[src/rtl/utf8s_pkg.sv]
// Shared types and constants for the UTF-8 sanitizer.
package utf8s_pkg;

    // Byte classes
    localparam logic [7:0] CONT_MASK   = 8'hC0;
    localparam logic [7:0] CONT_TAG    = 8'h80;
    localparam logic [7:0] ASCII_MAX   = 8'h7F;
    localparam logic [7:0] LEAD2_MIN   = 8'hC2;
    localparam logic [7:0] LEAD2_MAX   = 8'hDF;
    localparam logic [7:0] LEAD3_MIN   = 8'hE0;
    localparam logic [7:0] LEAD3_MAX   = 8'hEF;
    localparam logic [7:0] LEAD4_MIN   = 8'hF0;
    localparam logic [7:0] LEAD4_MAX   = 8'hF4;

    // U+FFFD encoding
    localparam logic [7:0] REPL_BYTE0  = 8'hEF;
    localparam logic [7:0] REPL_BYTE1  = 8'hBF;
    localparam logic [7:0] REPL_BYTE2  = 8'hBD;

    // Sequence lengths
    localparam logic [2:0] LEN_NONE    = 3'd0;
    localparam logic [2:0] LEN_TWO     = 3'd2;
    localparam logic [2:0] LEN_THREE   = 3'd3;
    localparam logic [2:0] LEN_FOUR    = 3'd4;

    // Position of the current byte within one replacement
    localparam logic [1:0] SUB_FIRST   = 2'd0;
    localparam logic [1:0] SUB_MID     = 2'd1;
    localparam logic [1:0] SUB_LAST    = 2'd2;

    localparam int QUEUE_DEPTH_DEF     = 2;

    // One output run: repl_cnt replacements, then pass_cnt literal bytes
    typedef struct packed {
        logic [2:0]      repl_cnt;
        logic [2:0]      pass_cnt;
        logic [3:0][7:0] pass_bytes;
        logic            eot;
    } cmd_t;

endpackage

[src/rtl/utf8_sanitizer.sv]
// UTF-8 sanitizer top level: front end, command queue, back end.
//
// Input stream: s_tdata[7:0] carries one raw byte per transaction, s_tlast
// marks the final byte of a text. Output stream: m_tdata[7:0] is a sanitized
// byte, m_tlast marks the final output byte caused by one input byte, and
// m_tuser marks the final output byte of the whole text.
// Valid multibyte sequences are held until complete, then released intact;
// bad bytes and broken sequences come out as EF BF BD.
// Throughput: one input byte per cycle while the queue has room, one output
// byte per cycle while m_tready is high; one input byte can yield up to 12
// output bytes, and the front end runs ahead until the command queue
// (QUEUE_DEPTH entries) is full. The output bytes of a run follow the
// transaction that completes it, once its command has passed through the
// queue and the back end's run register.
// Reset (aresetn low, synchronous) empties the queue and closes any open
// sequence. When the receiver holds m_tready low the current byte holds and
// the queue fills; then s_tready drops until the back end moves on.
module utf8_sanitizer #(
    parameter int QUEUE_DEPTH = utf8s_pkg::QUEUE_DEPTH_DEF
) (
    input  logic       aclk,
    input  logic       aresetn,
    input  logic       s_tvalid,
    output logic       s_tready,
    input  logic [7:0] s_tdata,   // [7:0] in_byte
    input  logic       s_tlast,   // end_of_text
    output logic       m_tvalid,
    input  logic       m_tready,
    output logic [7:0] m_tdata,   // [7:0] out_byte
    output logic       m_tlast,   // run_last
    output logic       m_tuser    // [0] text_last
);
    import utf8s_pkg::*;

    cmd_t push_cmd, head_cmd;
    logic push, full, pop, not_empty;

    utf8s_front u_front (
        .aclk     (aclk),
        .aresetn  (aresetn),
        .in_valid (s_tvalid),
        .in_byte  (s_tdata),
        .in_eot   (s_tlast),
        .in_ready (s_tready),
        .q_full   (full),
        .q_push   (push),
        .q_cmd    (push_cmd)
    );

    utf8s_queue #(
        .DEPTH (QUEUE_DEPTH)
    ) u_queue (
        .aclk      (aclk),
        .aresetn   (aresetn),
        .push      (push),
        .push_cmd  (push_cmd),
        .full      (full),
        .pop       (pop),
        .not_empty (not_empty),
        .head_cmd  (head_cmd)
    );

    utf8s_back u_back (
        .aclk          (aclk),
        .aresetn       (aresetn),
        .q_not_empty   (not_empty),
        .q_cmd         (head_cmd),
        .q_pop         (pop),
        .out_valid     (m_tvalid),
        .out_ready     (m_tready),
        .out_byte      (m_tdata),
        .out_run_last  (m_tlast),
        .out_text_last (m_tuser)
    );

endmodule

[src/rtl/utf8s_front.sv]
// Front end: accepts input bytes, tracks the open sequence, builds run commands.
module utf8s_front (
    input  logic               aclk,
    input  logic               aresetn,
    input  logic               in_valid,
    input  logic [7:0]         in_byte,
    input  logic               in_eot,
    output logic               in_ready,
    input  logic               q_full,
    output logic               q_push,
    output utf8s_pkg::cmd_t    q_cmd
);
    import utf8s_pkg::*;

    logic [2:0][7:0] held_reg, held_next;
    logic [1:0]      cnt_reg, cnt_next;
    logic [2:0]      need_reg, need_next;

    logic            accept;
    logic            is_cont;
    logic [2:0]      cnt_ext;
    cmd_t            cmd;

    assign in_ready = !q_full;
    assign accept   = in_valid && in_ready;
    assign is_cont  = (in_byte & CONT_MASK) == CONT_TAG;
    assign cnt_ext  = {1'b0, cnt_reg};

    // Classify the byte against the open sequence
    always_comb begin
        logic fresh;
        held_next    = held_reg;
        cnt_next     = cnt_reg;
        need_next    = need_reg;
        cmd.repl_cnt = 3'd0;
        cmd.pass_cnt = 3'd0;
        cmd.eot      = in_eot;
        fresh        = 1'b1;
        for (int i = 0; i < 3; i++) begin
            if (3'(i) < cnt_ext) begin
                cmd.pass_bytes[i] = held_reg[i];
            end else begin
                cmd.pass_bytes[i] = in_byte;
            end
        end
        cmd.pass_bytes[3] = in_byte;

        if (need_reg != LEN_NONE) begin
            if (is_cont) begin
                fresh = 1'b0;
                if (cnt_ext + 3'd1 >= need_reg) begin
                    // sequence complete: pass all held bytes plus this one
                    cmd.pass_cnt = cnt_ext + 3'd1;
                    cnt_next     = 2'd0;
                    need_next    = LEN_NONE;
                end else begin
                    held_next[cnt_reg] = in_byte;
                    cnt_next           = cnt_reg + 2'd1;
                    if (in_eot) begin
                        cmd.repl_cnt = cnt_ext + 3'd1;
                        cnt_next     = 2'd0;
                        need_next    = LEN_NONE;
                    end
                end
            end else begin
                // broken sequence: every held byte becomes a replacement
                cmd.repl_cnt = cnt_ext;
                cnt_next     = 2'd0;
                need_next    = LEN_NONE;
            end
        end

        if (fresh) begin
            if (in_byte <= ASCII_MAX) begin
                cmd.pass_bytes[0] = in_byte;
                cmd.pass_cnt      = 3'd1;
            end else if (in_byte >= LEAD2_MIN && in_byte <= LEAD4_MAX) begin
                held_next[0] = in_byte;
                cnt_next     = 2'd1;
                if (in_byte <= LEAD2_MAX) begin
                    need_next = LEN_TWO;
                end else if (in_byte >= LEAD3_MIN && in_byte <= LEAD3_MAX) begin
                    need_next = LEN_THREE;
                end else begin
                    need_next = LEN_FOUR;
                end
                // end of text flushes the lone lead
                if (in_eot) begin
                    cmd.repl_cnt = cmd.repl_cnt + 3'd1;
                    cnt_next     = 2'd0;
                    need_next    = LEN_NONE;
                end
            end else begin
                cmd.repl_cnt = cmd.repl_cnt + 3'd1;
            end
        end
    end

    assign q_cmd  = cmd;
    assign q_push = accept && (cmd.repl_cnt != 3'd0 || cmd.pass_cnt != 3'd0);

    // Sequence state
    always_ff @(posedge aclk) begin
        if (!aresetn) begin
            cnt_reg  <= 2'd0;
            need_reg <= LEN_NONE;
        end else if (accept) begin
            cnt_reg  <= cnt_next;
            need_reg <= need_next;
        end
    end

    // Held bytes carry no reset
    always_ff @(posedge aclk) begin
        if (accept) begin
            held_reg <= held_next;
        end
    end

endmodule

[src/rtl/utf8s_queue.sv]
// Short command queue between the front and back ends.
module utf8s_queue #(
    parameter int DEPTH = utf8s_pkg::QUEUE_DEPTH_DEF
) (
    input  logic               aclk,
    input  logic               aresetn,
    input  logic               push,
    input  utf8s_pkg::cmd_t    push_cmd,
    output logic               full,
    input  logic               pop,
    output logic               not_empty,
    output utf8s_pkg::cmd_t    head_cmd
);
    import utf8s_pkg::*;

    localparam int PW = (DEPTH > 1) ? $clog2(DEPTH) : 1;
    localparam int CW = $clog2(DEPTH + 1);
    localparam logic [PW-1:0] PTR_LAST = PW'(DEPTH - 1);
    localparam logic [CW-1:0] CNT_FULL = CW'(DEPTH);

    cmd_t            mem [DEPTH];
    logic [PW-1:0]   wr_ptr_reg, rd_ptr_reg;
    logic [CW-1:0]   count_reg;
    logic            do_push, do_pop;

    assign full      = count_reg == CNT_FULL;
    assign not_empty = count_reg != '0;
    assign do_push   = push && !full;
    assign do_pop    = pop && not_empty;
    assign head_cmd  = mem[rd_ptr_reg];

    // Pointers and fill count
    always_ff @(posedge aclk) begin
        if (!aresetn) begin
            wr_ptr_reg <= '0;
            rd_ptr_reg <= '0;
            count_reg  <= '0;
        end else begin
            if (do_push) begin
                wr_ptr_reg <= (wr_ptr_reg == PTR_LAST) ? '0 : wr_ptr_reg + 1'b1;
            end
            if (do_pop) begin
                rd_ptr_reg <= (rd_ptr_reg == PTR_LAST) ? '0 : rd_ptr_reg + 1'b1;
            end
            if (do_push && !do_pop) begin
                count_reg <= count_reg + 1'b1;
            end else if (do_pop && !do_push) begin
                count_reg <= count_reg - 1'b1;
            end
        end
    end

    // Storage
    always_ff @(posedge aclk) begin
        if (do_push) begin
            mem[wr_ptr_reg] <= push_cmd;
        end
    end

endmodule

[src/rtl/utf8s_back.sv]
// Back end: plays out one run command as a byte stream.
module utf8s_back (
    input  logic               aclk,
    input  logic               aresetn,
    input  logic               q_not_empty,
    input  utf8s_pkg::cmd_t    q_cmd,
    output logic               q_pop,
    output logic               out_valid,
    input  logic               out_ready,
    output logic [7:0]         out_byte,
    output logic               out_run_last,
    output logic               out_text_last
);
    import utf8s_pkg::*;

    cmd_t        cur_reg;
    logic        valid_reg;
    logic [2:0]  repl_left_reg;
    logic [1:0]  sub_reg;
    logic [1:0]  pass_idx_reg;

    logic        last;
    logic        advance;
    logic        load;

    // Current byte and end-of-run flag
    always_comb begin
        if (repl_left_reg != 3'd0) begin
            unique case (sub_reg)
                SUB_FIRST: out_byte = REPL_BYTE0;
                SUB_MID:   out_byte = REPL_BYTE1;
                default:   out_byte = REPL_BYTE2;
            endcase
            last = repl_left_reg == 3'd1 && sub_reg == SUB_LAST
                   && cur_reg.pass_cnt == 3'd0;
        end else begin
            out_byte = cur_reg.pass_bytes[pass_idx_reg];
            last     = {1'b0, pass_idx_reg} + 3'd1 == cur_reg.pass_cnt;
        end
    end

    assign out_valid     = valid_reg;
    assign out_run_last  = last;
    assign out_text_last = last && cur_reg.eot;
    assign advance       = valid_reg && out_ready;
    assign load          = !valid_reg || (advance && last);
    assign q_pop         = load && q_not_empty;

    // Sequencer
    always_ff @(posedge aclk) begin
        if (!aresetn) begin
            valid_reg <= 1'b0;
        end else if (load) begin
            valid_reg <= q_not_empty;
        end
    end

    always_ff @(posedge aclk) begin
        if (load) begin
            cur_reg       <= q_cmd;
            repl_left_reg <= q_cmd.repl_cnt;
            sub_reg       <= SUB_FIRST;
            pass_idx_reg  <= 2'd0;
        end else if (advance) begin
            if (repl_left_reg != 3'd0) begin
                if (sub_reg == SUB_LAST) begin
                    sub_reg       <= SUB_FIRST;
                    repl_left_reg <= repl_left_reg - 3'd1;
                end else begin
                    sub_reg <= sub_reg + 2'd1;
                end
            end else begin
                pass_idx_reg <= pass_idx_reg + 2'd1;
            end
        end
    end

endmodule

[config.mk]
export PLATFORM = sky130hd
export DESIGN_NAME = utf8_sanitizer
export DESIGN_NICKNAME = d
export VERILOG_FILES = /design/src/rtl/utf8s_pkg.sv /design/src/rtl/utf8_sanitizer.sv /design/src/rtl/utf8s_front.sv /design/src/rtl/utf8s_queue.sv /design/src/rtl/utf8s_back.sv
export SDC_FILE = /design/constraint.sdc
export NUM_CORES = 1
export LEC_CHECK = 0
export BUFFER_PORTS_ARGS = -buffer_cell sky130_fd_sc_hd__buf_4
export CAP_MARGIN = 10
export CORE_UTILIZATION = 60
export CTS_CLUSTER_DIAMETER = 150
export DETAILED_ROUTE_END_ITERATION = 10
export PLACE_DENSITY = 0.78
export SLEW_MARGIN = 20
export SYNTH_ARGS = -nofsm -noshare
export SYNTH_HDL_FRONTEND = slang
export SYNTH_SLANG_ARGS = --single-unit
[constraint.sdc]
create_clock -name aclk -period 15.5 [get_ports aclk]
set_clock_uncertainty 0.1 [all_clocks]
set_input_delay 3.1 -clock aclk [delete_from_list [all_inputs] [get_ports aclk]]
set_output_delay 3.1 -clock aclk [all_outputs]
set_load 0.02 [all_outputs]
==> results by stage, run 1 <==
Run status:
- The run finished with clean final reports.

Timing:
- The transition time at the pin with the least slew margin is 780.5 ps.
- The minimum period implied by the final worst setup slack is around 5900 ps.
- Setup repair after global routing left no endpoint under its margin.
- The share of the clock period used by the worst path after layout is roughly 38%.
- The worst slew margin relative to its limit is a little under half.
- Derived from the worst setup path, the maximum achievable clock frequency is 0.1701 GHz.
- The number of max-slew violations in the final report is 0.
- In the final timing run, aggregate negative setup slack is 0 ps.
- The final count of hold timing violations is 0.
- Setup violations remaining at the end of the flow were counted as 0.

Die:
- In this run the horizontal extent of the chip is about 110 um.
- The die is approximately 110 um tall.
- The number of top-level pins is 25.
- Once the floorplan was initialized, standard cells occupied between 60% and 70% of the core.
- In this run the standard cell core region covers between 0.01 and 0.015 mm^2.
- The full die area is about 0.011 mm^2.
- The floorplan has 38 rows.

Final layout:
- At the end of the flow, the number of nets in the layout was ~470.
- The number of diodes is 0.
- Compared with the post-synthesis result, the final layout area differs by 13.66%.
- The fraction of final layout cells sized beyond drive strength 1 is 31.66%.
- Leaving out filler cells and counting taps, the final layout contains about 600.
- The area of all placed cells without fillers is ~0.0075 mm^2.
- After filler insertion, the fill cell instance count of the layout stands at about 690.
- The register with the most flip-flops in the layout has between 70 and 80 of them.

Routing:
- For this run, design rule violations remaining after detail routing come to 0.
- The detailed-route wire length per cell is between 15 and 20 um.
- The detailed-router iteration count before antenna repair is 5.
- The total routed wirelength is 11,640 um.
- In this run the remaining antenna-violating nets after routing total 0.
- In the routed layout, each cell is associated on average with a via count of between 5 and 6.
- The total via count in the routed design is approximately 3,500.
- For this block, the initial DRC count from the detailed router was 258.

Global routing:
- The maximum number of pins on one net before global-route repair is 44.
- The first-pass GRT wire length is 18,170 um.
- The number of antenna violations at the first check in global routing is 0.
- The number of global-route vias before repair came to 3,518.
- After global routing the overflow that remains totals 0.
- Global routing used roughly 22% of the available tracks.

Synth:
- Ranked by total cell area, the synthesized netlist is headed by edfxtp_1, mux2_2, dfxtp_1, mux4_2, ha_1.
- In the synthesized netlist, the number of instances is 413.
- Counting instances in the post-synthesis netlist gives the leading cell types as edfxtp_1, mux2_2, dfxtp_1, nand2_1, nor2_1.
- Of all flip-flops after synthesis, the portion carrying an async set or reset was 0%.
- The library cell occupying the most area in the post-synthesis netlist is edfxtp_1.
- After synthesis, the netlist uses 53 different library cells.
- The Yosys step of the flow raised 0 warnings.
- The area of the mapped netlist is roughly 0.0066 mm^2.
- The count of flip-flops with a built-in enable after synthesis is roughly 140.
- The most frequently used cell type in the post-synthesis netlist is edfxtp_1.
- The flip-flop and latch count after synthesis is ~160.
- After synthesis, flip-flops and latches occupy about two thirds of the total area.
- Counting every net in the synthesized netlist gives 440.
- The post-synthesis average cell area is between 15 and 20 um^2.
- After synthesis, the largest area contributor takes up a little under two thirds of total cell area.
- The most used flip-flop cell after synthesis is edfxtp_1.

Clock network:
- Clock tree synthesis inserted a total of 17 buffers.
- Buffers added to address setup during post-CTS repair amount to 0.
- Clock tree synthesis selected as its root buffer the cell clkbuf_8.
- The count of instances resized after the clock tree is built is 0.
- The TritonCTS clock tree is done.
- At the later pin of the worst-skew pair, clock insertion delay measures around 530 ps.
- The clock passes through at most 2 buffers.
- Clock tree synthesis found a total of between 150 and 200 sinks.
- After clock tree synthesis, the flow added hold-fix buffers numbering 0.
- The number of H-tree levels is 4.
- The clock slew seen by the registers of the worst setup and hold paths is about 60 ps.

Placed design:
- Including well taps, the total number of placed cells is about 570.
- After detailed placement, the total cell area comes to between 0.006 and 0.007 mm^2.
- After legalization and detailed placement, the total HPWL measured around 7400 um.
- The count of buffers added on input and output ports is 24.
- The congestion estimate from routability-driven global placement came to ~0.8.

Hold path:
- The worst hold path cell count is 2.
- The class of the tightest hold or removal check is flop to flop.

Critical path:
- The type of element launching the critical path is a flop.
- STA classifies the critical path endpoint as an output pin.
- The number of cells on the worst reg-to-reg path is 14.
- At the worst endpoint, the arrival time is roughly 2700 ps.
- The required time of the critical path is 12,300 ps.
- The worst setup path is of the flop to output pin kind.
- The largest fanout on the critical path is 12.

Job:
- The max capacitance violation total is 0.

Pwr:
- The power per cell area is 164.4 mW/mm^2.
- The switching power of the nets is 0.3168 mW.
- The highest ir drop seen on vdd is roughly 0.0001 V.
- The internal portion of the total power is approximately 0.92 mW.
- Combinational logic burns slightly below 20% of the power.
- Of the total power, registers draw around half.
- The clock network is responsible for between 30% and 40% of the overall power.
- The proportion of total power due to net switching is ~26%.
- For this design the static power due to leakage is between 2 and 3 nW.
==> cell type report <==
type	instances	area, um^2	area share, %
clock buffers	25	494.2	6.547
clock inverters	7	87.58	1.160
inverters	14	52.55	0.6962
multi-input cells	228	1994	26.42
flip-flops and latches	156	4534	60.07
well taps	140	175.2	2.321
repair buffers	28	210.2	2.785
==> cells by family after synthesis <==
logic type	after synthesis	share of synthesized area, %
compound gates	43	4.522
xor+xnor	7	0.9232
fa+ha+maj	14	2.638
buf+inv	29	1.846
flops	156	68.27
mux	78	14.53
simple gates	86	7.272
==> metrics by stage <==
stage / hold slack, ps / utilization (%) / total power [mW] / worst slack, ps
after floorplan: 379.9 / - / 0.7780 / 7707
after global placement: 393.0 / 64.55 / 0.8368 / 9758
after detailed placement: 423.3 / 64.55 / 0.8480 / 9599
after CTS: 431.6 / 69.94 / 1.250 / 9524
after global routing: 457.4 / 69.94 / 1.291 / 9417
final: 432.4 / 69.94 / 1.241 / 9621
==> worst max-delay path, stage by stage (launching register included) <==
cell and delay [ps]:
dfxtp_1 830, ha_1 380, xor2_1 190, nor4_4 270
nor2_2 90, inv_2 110, and2_2 140, buf_4 130
==> final timing paths <==
path / startpoint / endpoint / slack, ps
worst max register to register: u_front.cnt_reg[1]$_SDFFE_PN0P_ / u_queue.count_reg[1]$_SDFFE_PN0P_ / 11160
worst min register to register: u_queue.count_reg[1]$_SDFFE_PN0P_ / u_queue.count_reg[1]$_SDFFE_PN0P_ / 430
worst min-delay path: u_queue.count_reg[1]$_SDFFE_PN0P_ / u_queue.count_reg[1]$_SDFFE_PN0P_ / 430
worst max-delay path: u_back.pass_idx_reg[0]$_SDFFE_PP0P_ / m_tuser / 9620
==> cells in the final DEF (no fill, tap or decap), types with 3 or more instances in the layout <==
master,n
mux4_2,8
o21ai_1,3
inv_1,12
nand2_1,15
xor2_1,6
or3_1,5
o21a_1,3
clkbuf_16,16
and2_1,5
dfxtp_1,15
edfxtp_1,141
and4_1,3
ha_1,14
a22oi_1,3
nand4_1,6
mux2_2,67
nand2b_1,7
mux2i_1,3
nor2_1,15
clkbuf_8,6
nor3_1,7
clkinv_2,4
buf_4,28
nand3_1,4
nor2b_1,5
o21ai_0,10
a21oi_1,10
clkbuf_1,3
and3_1,3
==> layer usage <==
metal	vias up	global-route usage [%]	share of wire (%)
li1	1648	-	-
met4	0	7.926	1.2
met2	101	34.70	49
met3	9	6.565	5.2
met5	-	0	0
met1	1755	29.26	45
==> power groups by stage <==
stage	Combinational, mW	Clock [mW]	Sequential (mW)
final	0.242	0.402	0.597
after CTS	0.245	0.407	0.598
after floorplan	0.181	0	0.597
after global placement	0.237	0	0.600
after global routing	0.264	0.423	0.605
after detailed placement	0.243	0	0.605
No activity file was read; power rests on OpenSTA's default activity.
==> run 2: changes to the inputs <==
--- a/config.mk
+++ b/config.mk
@@ -5,6 +5,7 @@
 export SDC_FILE = /design/constraint.sdc
 export NUM_CORES = 1
 export LEC_CHECK = 0
+export ABC_AREA = 1
 export BUFFER_PORTS_ARGS = -buffer_cell sky130_fd_sc_hd__buf_4
 export CAP_MARGIN = 10
 export CORE_UTILIZATION = 60
==> constraint.sdc (replaced) <==
create_clock -name aclk -period 5.49 [get_ports aclk]
set_clock_uncertainty 0.1 [all_clocks]
set_input_delay 1.098 -clock aclk [delete_from_list [all_inputs] [get_ports aclk]]
set_output_delay 1.098 -clock aclk [all_outputs]
set_load 0.02 [all_outputs]
==> results by stage, run 2 <==
Run status:
- The run finished with clean final reports.

Pwr:
- The total power is 3.618 mW (+190%).
- The highest ir drop seen on vdd is 0.0002853 V (+190%).
- The reported leakage power is 2.881 nW (+9.4%).
- The power per cell area is 469.7 mW/mm^2 (+190%).

Synth:
- Sorting the synthesized cells by area gives the leading types as edfxtp_1, mux2_2, nand2_1, dfxtp_1, o21ai_0.
- The post-synthesis average cell area came to 12.19 um^2 (-24%).
- The proportion of synthesized flip-flops having asynchronous set or reset is 0% (unchanged).
- The synthesized netlist net count was 585 (+33%).
- The number of different library cells in the post-synthesis netlist is 39 (-26%).
- The count of flip-flops with a built-in enable after synthesis is 141 (unchanged).
- The area share of the largest cell type after synthesis was 62.23% (-1.5 points).
- The flip-flop and latch count after synthesis came to 156 (unchanged).
- The instance count of the mapped netlist is 558 (+35%).
- The library cell occupying the most area in the post-synthesis netlist is edfxtp_1.
- Among all cell types in the netlist, the one instantiated most often is edfxtp_1.
- The area of the mapped netlist was 0.006804 mm^2 (+2.4%).
- The share of the yosys chip area belonging to registers is 66.64% (-1.6 points).
- Among all flip-flop cells after synthesis, the most frequent one is edfxtp_1.
- By count the netlist is led by edfxtp_1, nand2_1, o21ai_0.
- The Yosys warning count came to 0 (unchanged).

Die:
- The placeable core region was 0.01094 mm^2 (+1.3%).
- The full die area is 0.01177 mm^2 (+2.4%).
- The chip height is 108.5 um (+1.2%).
- The width of the die is 108.5 um (+1.2%).
- The starting density of the core is 62.22% (+0.68 points).
- The number of top-level pins came to 25 (unchanged).
- The number of cell rows is 38 (unchanged).

Critical path:
- STA classifies the critical path startpoint as a flop.
- In this design, the largest share of critical-path delay is due to adder cells.
- The required time of the critical path came to 5690 ps (-6610 ps).
- Walking the worst path, the cells encountered are inv_1 > ha_1 > ha_1 > nand2_1 > inv_1 > nand2_1 > nand3_1 > o21ai_1 > ha_1 > inv_1 > nand3_1 > a21oi_2 > nand2_2 > nand2_1 > inv_1 > ha_1 > a21oi_1 > o21ai_0 > o21ai_0 > a21oi_1.
- The category of the critical setup timing path is flop to flop.
- The critical path endpoint category is a flop.
- The longest individual stage delay on the worst path is 750 ps (-80 ps).
- The total buffers and inverters traversed by the critical path is 4 (+2).
- The largest fanout on the critical path is 22 (+10).
- The data arrival time of the critical path was 4130 ps (+1450 ps).
- The highest-delay cell along the critical path is dfxtp_1.

Timing:
- The number of max-slew violations in the final report is 0 (unchanged).
- Based on the critical path, the design can be clocked at up to about 0.25 GHz.
- The worst slew margin relative to its limit came to 51.74% (+3.8 points).
- The final count of hold timing violations is 0 (unchanged).
- The transition time at the pin with the least slew margin is 722.9 ps (-57.52 ps).
- The clock period could shrink to 3939 ps.
- The final-report setup violation count was 0 (unchanged).
- The final total negative setup slack is 0 ps (unchanged).
- The final critical path takes up roughly 72% of the cycle.
- The final worst-path setup slack is 1551 ps (-8070 ps).
- The final worst hold slack is 391.3 ps (-41.07 ps).
- Setup repair after global routing left no endpoint under its margin.

Placed design:
- The cell total after placement was 706 (+25%).
- The number of buffer cells added on primary ports is 24 (unchanged).
- The detailed-placement wirelength estimate is 8166 um (+11%).
- The final RePlAce weighted congestion is 0.8611 (+5.8%).
- The placement-stage worst setup slack is 1396 ps (-8203 ps).
- The placement-stage cell area is 0.007097 mm^2 (+1.9%).

Final layout:
- The number of cells in the finished layout apart from fillers came to 738 (+23%).
- The final layout net count came to 613 (+30%).
- The share of the core filled with cells in the final layout is 70.45% (+0.51 points).
- The area of all placed cells without fillers came to 0.007704 mm^2 (+2.1%).
- The layout-stage area growth over the synthesis result is 13.22%.
- In the layout the commonest cells are edfxtp_1, nand2_1, o21ai_0.
- The number of diodes is 0 (unchanged).
- The most common library cell in the layout ignoring fill and taps is edfxtp_1.
- The final-layout fill cell count is 732 (+5.9%).
- The fraction of final layout cells sized beyond drive strength 1 came to 20.90% (-11 points).
- The flip-flop count of the largest register, all copies and words added came to 78 (unchanged).

Global routing:
- The number of antenna violations at the first check in global routing is 0 (unchanged).
- The met1 track utilization from global routing came to 31.07% (+1.8 points).
- The number of global-route vias before repair is 3,980 (+13%).
- The final global-route overflow total is 0 (unchanged).
- The fraction of met3 tracks used by global routing is 6.028% (-0.54 points).
- The maximum number of pins on one net before global-route repair was 50 (+14%).
- The most congested layer reported by global routing is met2.
- The aggregate global-route resource usage is 23.91% (+1.9 points).
- The met2 usage is 38.88% (+4.2 points).
- The first-pass GRT wire length is 20,300 um (+12%).

Routing:
- The detailed-route wire length per cell is 17.28 um (-11%).
- The detailed-router iteration count before antenna repair is 5 (unchanged).
- The number of DRC markers after the initial detailed-route iteration is 296 (+15%).
- The residual DRC count was 0 (unchanged).
- The total routed wirelength came to 12,750 um (+9.5%).
- The average via count per standard cell came to 5.612 (-4.5%).
- The remaining number of nets flagged by the antenna check after routing came to 0 (unchanged).
- The total via count in the routed design is 4,142 (+18%).

Clock network:
- The clock slew seen by the registers of the worst setup and hold paths is 60 ps (about the same).
- The number of setup buffers added after CTS was 0 (unchanged).
- The number of CTS-inserted buffers is 17 (unchanged).
- The number of H-tree levels is 4 (unchanged).
- The count of instances resized after the clock tree is built came to 0 (unchanged).
- The number of hold buffers added after cts is 0 (unchanged).
- The clock sink count was 156 (unchanged).
- The TritonCTS clock tree is done.
- The number of buffers between clock root and the deepest sink is 2 (unchanged).
- The worst-skew pair later-pin latency is 410 ps (-120 ps).
- The buffer cell driving the clock tree root is clkbuf_16.

Job:
- The max capacitance violation total is 0 (unchanged).

Hold path:
- The class of the tightest hold or removal check is flop to flop.
-- run 2: changes by cell type after synthesis, sizes merged, moves of 12 or more --
cell   delta
nor2     +47
inv      +37
nand2    +78
nand3    +12
mux2     -29
o21ai    +48
-- run 2: cells by family (layout without fill, tap and decap cells) --
family	Yosys count	after routing	synth area share, %
xor+xnor	4	4	0.5150
flops	156	156	66.64
fa+ha+maj	14	14	2.575
compound gates	95	95	8.073
mux	39	39	6.436
simple gates	180	180	11.55
buf+inv	70	110	4.211
-- run 2: final timing paths --
| check | from | to | slack, ps | cells after the start |
|---|---|---|---|---|
| worst max-delay path | u_front.cnt_reg[1]$_SDFFE_PN0P_ | u_queue.count_reg[1]$_SDFFE_PN0P_ | 1550 | 20 |
| worst max register to register | u_front.cnt_reg[1]$_SDFFE_PN0P_ | u_queue.count_reg[1]$_SDFFE_PN0P_ | 1550 | 20 |
| worst min register to register | u_back.sub_reg[1]$_SDFFE_PP0P_ | u_back.sub_reg[1]$_SDFFE_PP0P_ | 390 | 2 |
| worst min-delay path | u_back.sub_reg[1]$_SDFFE_PP0P_ | u_back.sub_reg[1]$_SDFFE_PP0P_ | 390 | 2 |
-- run 2: layer usage --
metal	wire (um)	share of wire, %	vias to the layer above
li1	-	-	2026
met1	5662	44	1983
met2	6247	49	115
met3	672	5.3	18
met4	170	1.3	0
met5	0	0	-
-- run 2: power breakdown --
part / internal (mW) / total (mW) / switching (mW)
clock: 0.707 / 1.14 / 0.434
combinational: 0.285 / 0.751 / 0.467
sequential: 1.64 / 1.73 / 0.0900
total: 2.63 / 3.62 / 0.990
-- run 2: tightest hold or removal path, cell delays in order, from the launching register on --
cell     delay (ps)
dfxtp_1         320
nand2_1          60
a21oi_1          60
-- run 2: area by class of cell --
cell class | instances | area [um^2] | area share [%]
flip-flops and latches | 156 | 4534 | 58.86
multi-input cells | 332 | 1991 | 25.84
clock buffers | 18 | 429.2 | 5.571
repair buffers | 28 | 230.2 | 2.988
inverters | 51 | 193.9 | 2.517
well taps | 140 | 175.2 | 2.274
clock inverters | 13 | 150.1 | 1.949
==> run 3: changes to the inputs <==
--- a/config.mk
+++ b/config.mk
@@ -5,13 +5,13 @@
 export SDC_FILE = /design/constraint.sdc
 export NUM_CORES = 1
 export LEC_CHECK = 0
-export ABC_AREA = 1
+export ABC_AREA = 0
 export BUFFER_PORTS_ARGS = -buffer_cell sky130_fd_sc_hd__buf_4
 export CAP_MARGIN = 10
-export CORE_UTILIZATION = 60
+export CORE_UTILIZATION = 55
 export CTS_CLUSTER_DIAMETER = 150
 export DETAILED_ROUTE_END_ITERATION = 10
-export PLACE_DENSITY = 0.78
+export PLACE_DENSITY = 0.75
 export SLEW_MARGIN = 20
 export SYNTH_ARGS = -nofsm -noshare
 export SYNTH_HDL_FRONTEND = slang
==> constraint.sdc (replaced) <==
create_clock -name aclk -period 3.2 [get_ports aclk]
set_clock_uncertainty 0.1 [all_clocks]
set_input_delay 0.64 -clock aclk [delete_from_list [all_inputs] [get_ports aclk]]
set_output_delay 0.64 -clock aclk [all_outputs]
set_load 0.02 [all_outputs]
==> results by stage, run 3 (synthesized netlist as in run 1, its figures left out) <==
Run status:
- The run finished, with violations left.
- The final reports fail on DRC.

Timing:
- The final-report setup violation count came to 0 (unchanged).
- The final worst-path setup slack is 135.9 ps (-1415 ps).
- The worst slew margin relative to its limit is 56.21% (+4.5 points).
- The final total negative setup slack came to 0 ps (unchanged).
- Setup repair after global routing left no endpoint under its margin.
- The transition time at the pin with the least slew margin was 655.6 ps (-67.38 ps).
- The highest clock frequency the design can meet is 0.3264 GHz (+29%).
- The share of the clock period used by the worst path after layout is 95.75% (+24 points).
- The minimum period implied by the final worst setup slack is 3064 ps (-875.2 ps).
- The number of max-slew violations in the final report is 0 (unchanged).
- The final count of hold timing violations is 0 (unchanged).

Global routing:
- The maximum number of pins on one net before global-route repair was 44 (-12%).
- The aggregate global-route resource usage is 20.76% (-3.1 points).
- The first-pass GRT wire length came to 19,120 um (-5.8%).
- The number of global-route vias before repair is 3,726 (-6.4%).
- The number of antenna violations at the first check in global routing was 0 (unchanged).
- The final global-route overflow total is 0 (unchanged).

Final layout:
- The share of the core filled with cells in the final layout was 67.35% (-3.1 points).
- The area growth from synthesis to layout is 17.77%.
- The number of diodes is 0 (unchanged).
- The most common library cell in the layout ignoring fill and taps is edfxtp_1.
- The flip-flop count of the largest register, all copies and words added came to 78 (unchanged).
- The final layout net count is 489 (-20%).
- The fraction of final layout cells sized beyond drive strength 1 is 37.05% (+16 points).
- The multi-input gate area in the final layout was 0.002081 mm^2 (+4.5%).
- The total area of sequential cells is 0.004537 mm^2 (about the same).
- The library cells used most frequently in the layout, excluding fill and tap cells, are edfxtp_1, mux2_2, buf_4.
- The final-layout fill cell count was 777 (+6.1%).

Hold path:
- The path with the worst hold slack has its endpoint at u_queue.mem[1][25]$_DFFE_PP_.
- The startpoint identified for the worst hold timing path is s_tdata[0].
- The worst hold path cell count was 1 (-1).
- The class of the tightest hold or removal check is primary input to flop.

Placed design:
- The number of buffer cells added on primary ports is 24 (unchanged).
- The placement-stage worst setup slack is 3.323 ps (-1393 ps).
- The final RePlAce weighted congestion is 0.8939 (+3.8%).
- The detailed-placement wirelength estimate came to 7469 um (-8.5%).

Critical path:
- The total buffers and inverters traversed by the critical path is 2 (-2).
- Traced cell by cell, the critical path runs through inv_4 > ha_4 > ha_4 > nand2_2 > o21ai_4 > o32ai_4 > buf_4 > or3_4 > a21boi_2 > nor2_1 > ha_1 > or3_1 > a21oi_1.
- STA classifies the critical path endpoint as a flop.
- The number of cells on the worst reg-to-reg path was 13 (-35%).
- The data arrival time of the critical path came to 3310 ps (-820 ps).
- The highest-delay cell along the critical path is or3_4.
- The required time of the critical path came to 3450 ps (-2240 ps).
- The largest fanout on the critical path came to 5 (-77%).
- The longest individual stage delay on the worst path is 390 ps (-360 ps).
- The worst register-to-register path begins at u_front.cnt_reg[1]$_SDFFE_PN0P_.
- The cell family contributing the most delay on the critical path is simple AND/OR/NAND/NOR gates.
- The register-to-register setup slack came to 140 ps (-1410 ps).
- The end of the worst register-to-register path is u_queue.count_reg[1]$_SDFFE_PN0P_.
- The cell that appears most often on the critical path is ha_4.
- The worst setup path is of the flop to flop kind.
- The type of element launching the critical path is a flop.

Routing:
- The total via count in the routed design is 3,586 (-13%).
- The average via count per standard cell is 5.803 (+3.4%).
- The detailed-route wire length per cell came to 19.18 um (+11%).
- The total routed wirelength is 11,850 um (-7.0%).
- The detailed-router iteration count before antenna repair came to 8 (+3).
- The number of DRC markers after the initial detailed-route iteration is 216 (-27%).
- The remaining number of nets flagged by the antenna check after routing is 0 (unchanged).
- The residual DRC count came to 2 (+2).

Clock network:
- The number of hold buffers added after cts is 0 (unchanged).
- The number of buffers between clock root and the deepest sink is 2 (unchanged).
- The clock slew seen by the registers of the worst setup and hold paths was 60 ps (about the same).
- The number of H-tree levels is 4 (unchanged).
- The worst-skew pair later-pin latency is 420 ps (about the same).
- The clock sink count is 156 (unchanged).
- The buffer cell driving the clock tree root is clkbuf_16.
- TritonCTS built the clock tree.
- The number of CTS-inserted buffers is 17 (unchanged).

Pwr:
- The total power is 6.164 mW (+70%).
- The highest ir drop seen on vdd is 0.0004016 V (+41%).
- The power per cell area is 788.1 mW/mm^2 (+68%).
- The reported leakage power came to 2.744 nW (-4.7%).

Job:
- The max capacitance violation total is 0 (unchanged).

Die:
- The placeable core region is 0.01161 mm^2 (+6.2%).
- The width of the die is 111.9 um (+3.1%).
- The number of top-level pins is 25 (unchanged).
- The number of cell rows is 39 (+2.6%).
- The chip height is 111.9 um (+3.1%).
- The full die area is 0.01252 mm^2 (+6.4%).
- The starting density of the core came to 57.19% (-5.0 points).
## run 3: area by class of cell
class	instances	share of cell area [%]
multi-input cells	228	26.60
flip-flops and latches	156	58.01
inverters	14	0.7199
well taps	143	2.288
clock inverters	13	2.208
repair buffers	45	4.639
clock buffers	19	5.535
## run 3: worst max path at each step
stage | start | to | slack [ps] | cells past startpoint
floorplan | u_front.cnt_reg[1]$_SDFFE_PN0P_ | u_queue.mem[1][0]$_DFFE_PP_ | -370 | 12
global placement | s_tdata[6] | u_queue.count_reg[1]$_SDFFE_PN0P_ | 100 | 12
detailed placement | s_tdata[6] | u_queue.count_reg[1]$_SDFFE_PN0P_ | 3 | 12
CTS | u_front.cnt_reg[0]$_SDFFE_PN0P_ | u_queue.count_reg[1]$_SDFFE_PN0P_ | 40 | 13
global route | u_front.cnt_reg[0]$_SDFFE_PN0P_ | u_queue.count_reg[1]$_SDFFE_PN0P_ | 1 | 13
finish | u_front.cnt_reg[1]$_SDFFE_PN0P_ | u_queue.count_reg[1]$_SDFFE_PN0P_ | 140 | 13
## run 3: power by group
group	leakage [nW]	switching (mW)	internal, mW	total (mW)
registers	1.46	0.141	2.74	2.88
logic	0.986	0.676	0.569	1.24
clock network	0.294	0.741	1.30	2.04
total	2.74	1.56	4.61	6.16
## run 3: layer usage
| metal | share of wire [%] | vias to the layer above | GRT usage [%] | wire, um |
|---|---|---|---|---|
| li1 | - | 1695 | - | - |
| met1 | 42 | 1790 | 25.95 | 5020 |
| met2 | 51 | 89 | 34.70 | 6040 |
| met3 | 5.2 | 12 | 4.627 | 622 |
| met4 | 1.4 | 0 | 9.459 | 170 |
| met5 | 0 | - | 0 | 0 |
## run 3: worst register-to-register path: stages, from the launching register on
cell	delay [ps]
dfxtp_2	360
inv_4	60
ha_4	240
ha_4	260
nand2_2	60
o21ai_4	180
o32ai_4	120
buf_4	170
or3_4	390
a21boi_2	160
nor2_1	50
ha_1	330
or3_1	370
a21oi_1	140
## run 3: what timing repair did
item / 4_1_cts / 5_1_grt
setup buffers: 0 / 2
setup endpoints to repair: 0 / 1
gates resized for setup: 0 / 4
## run 3: per-stage QoR
stage	hold WS [ps]	instance area, um^2	instances
floorplan	379.9	6734	413
detailed placement	407.9	7184	584
global route	374.5	7821	618
finish	382.4	7821	618
CTS	367.5	7790	616
global placement	389.4	7184	584
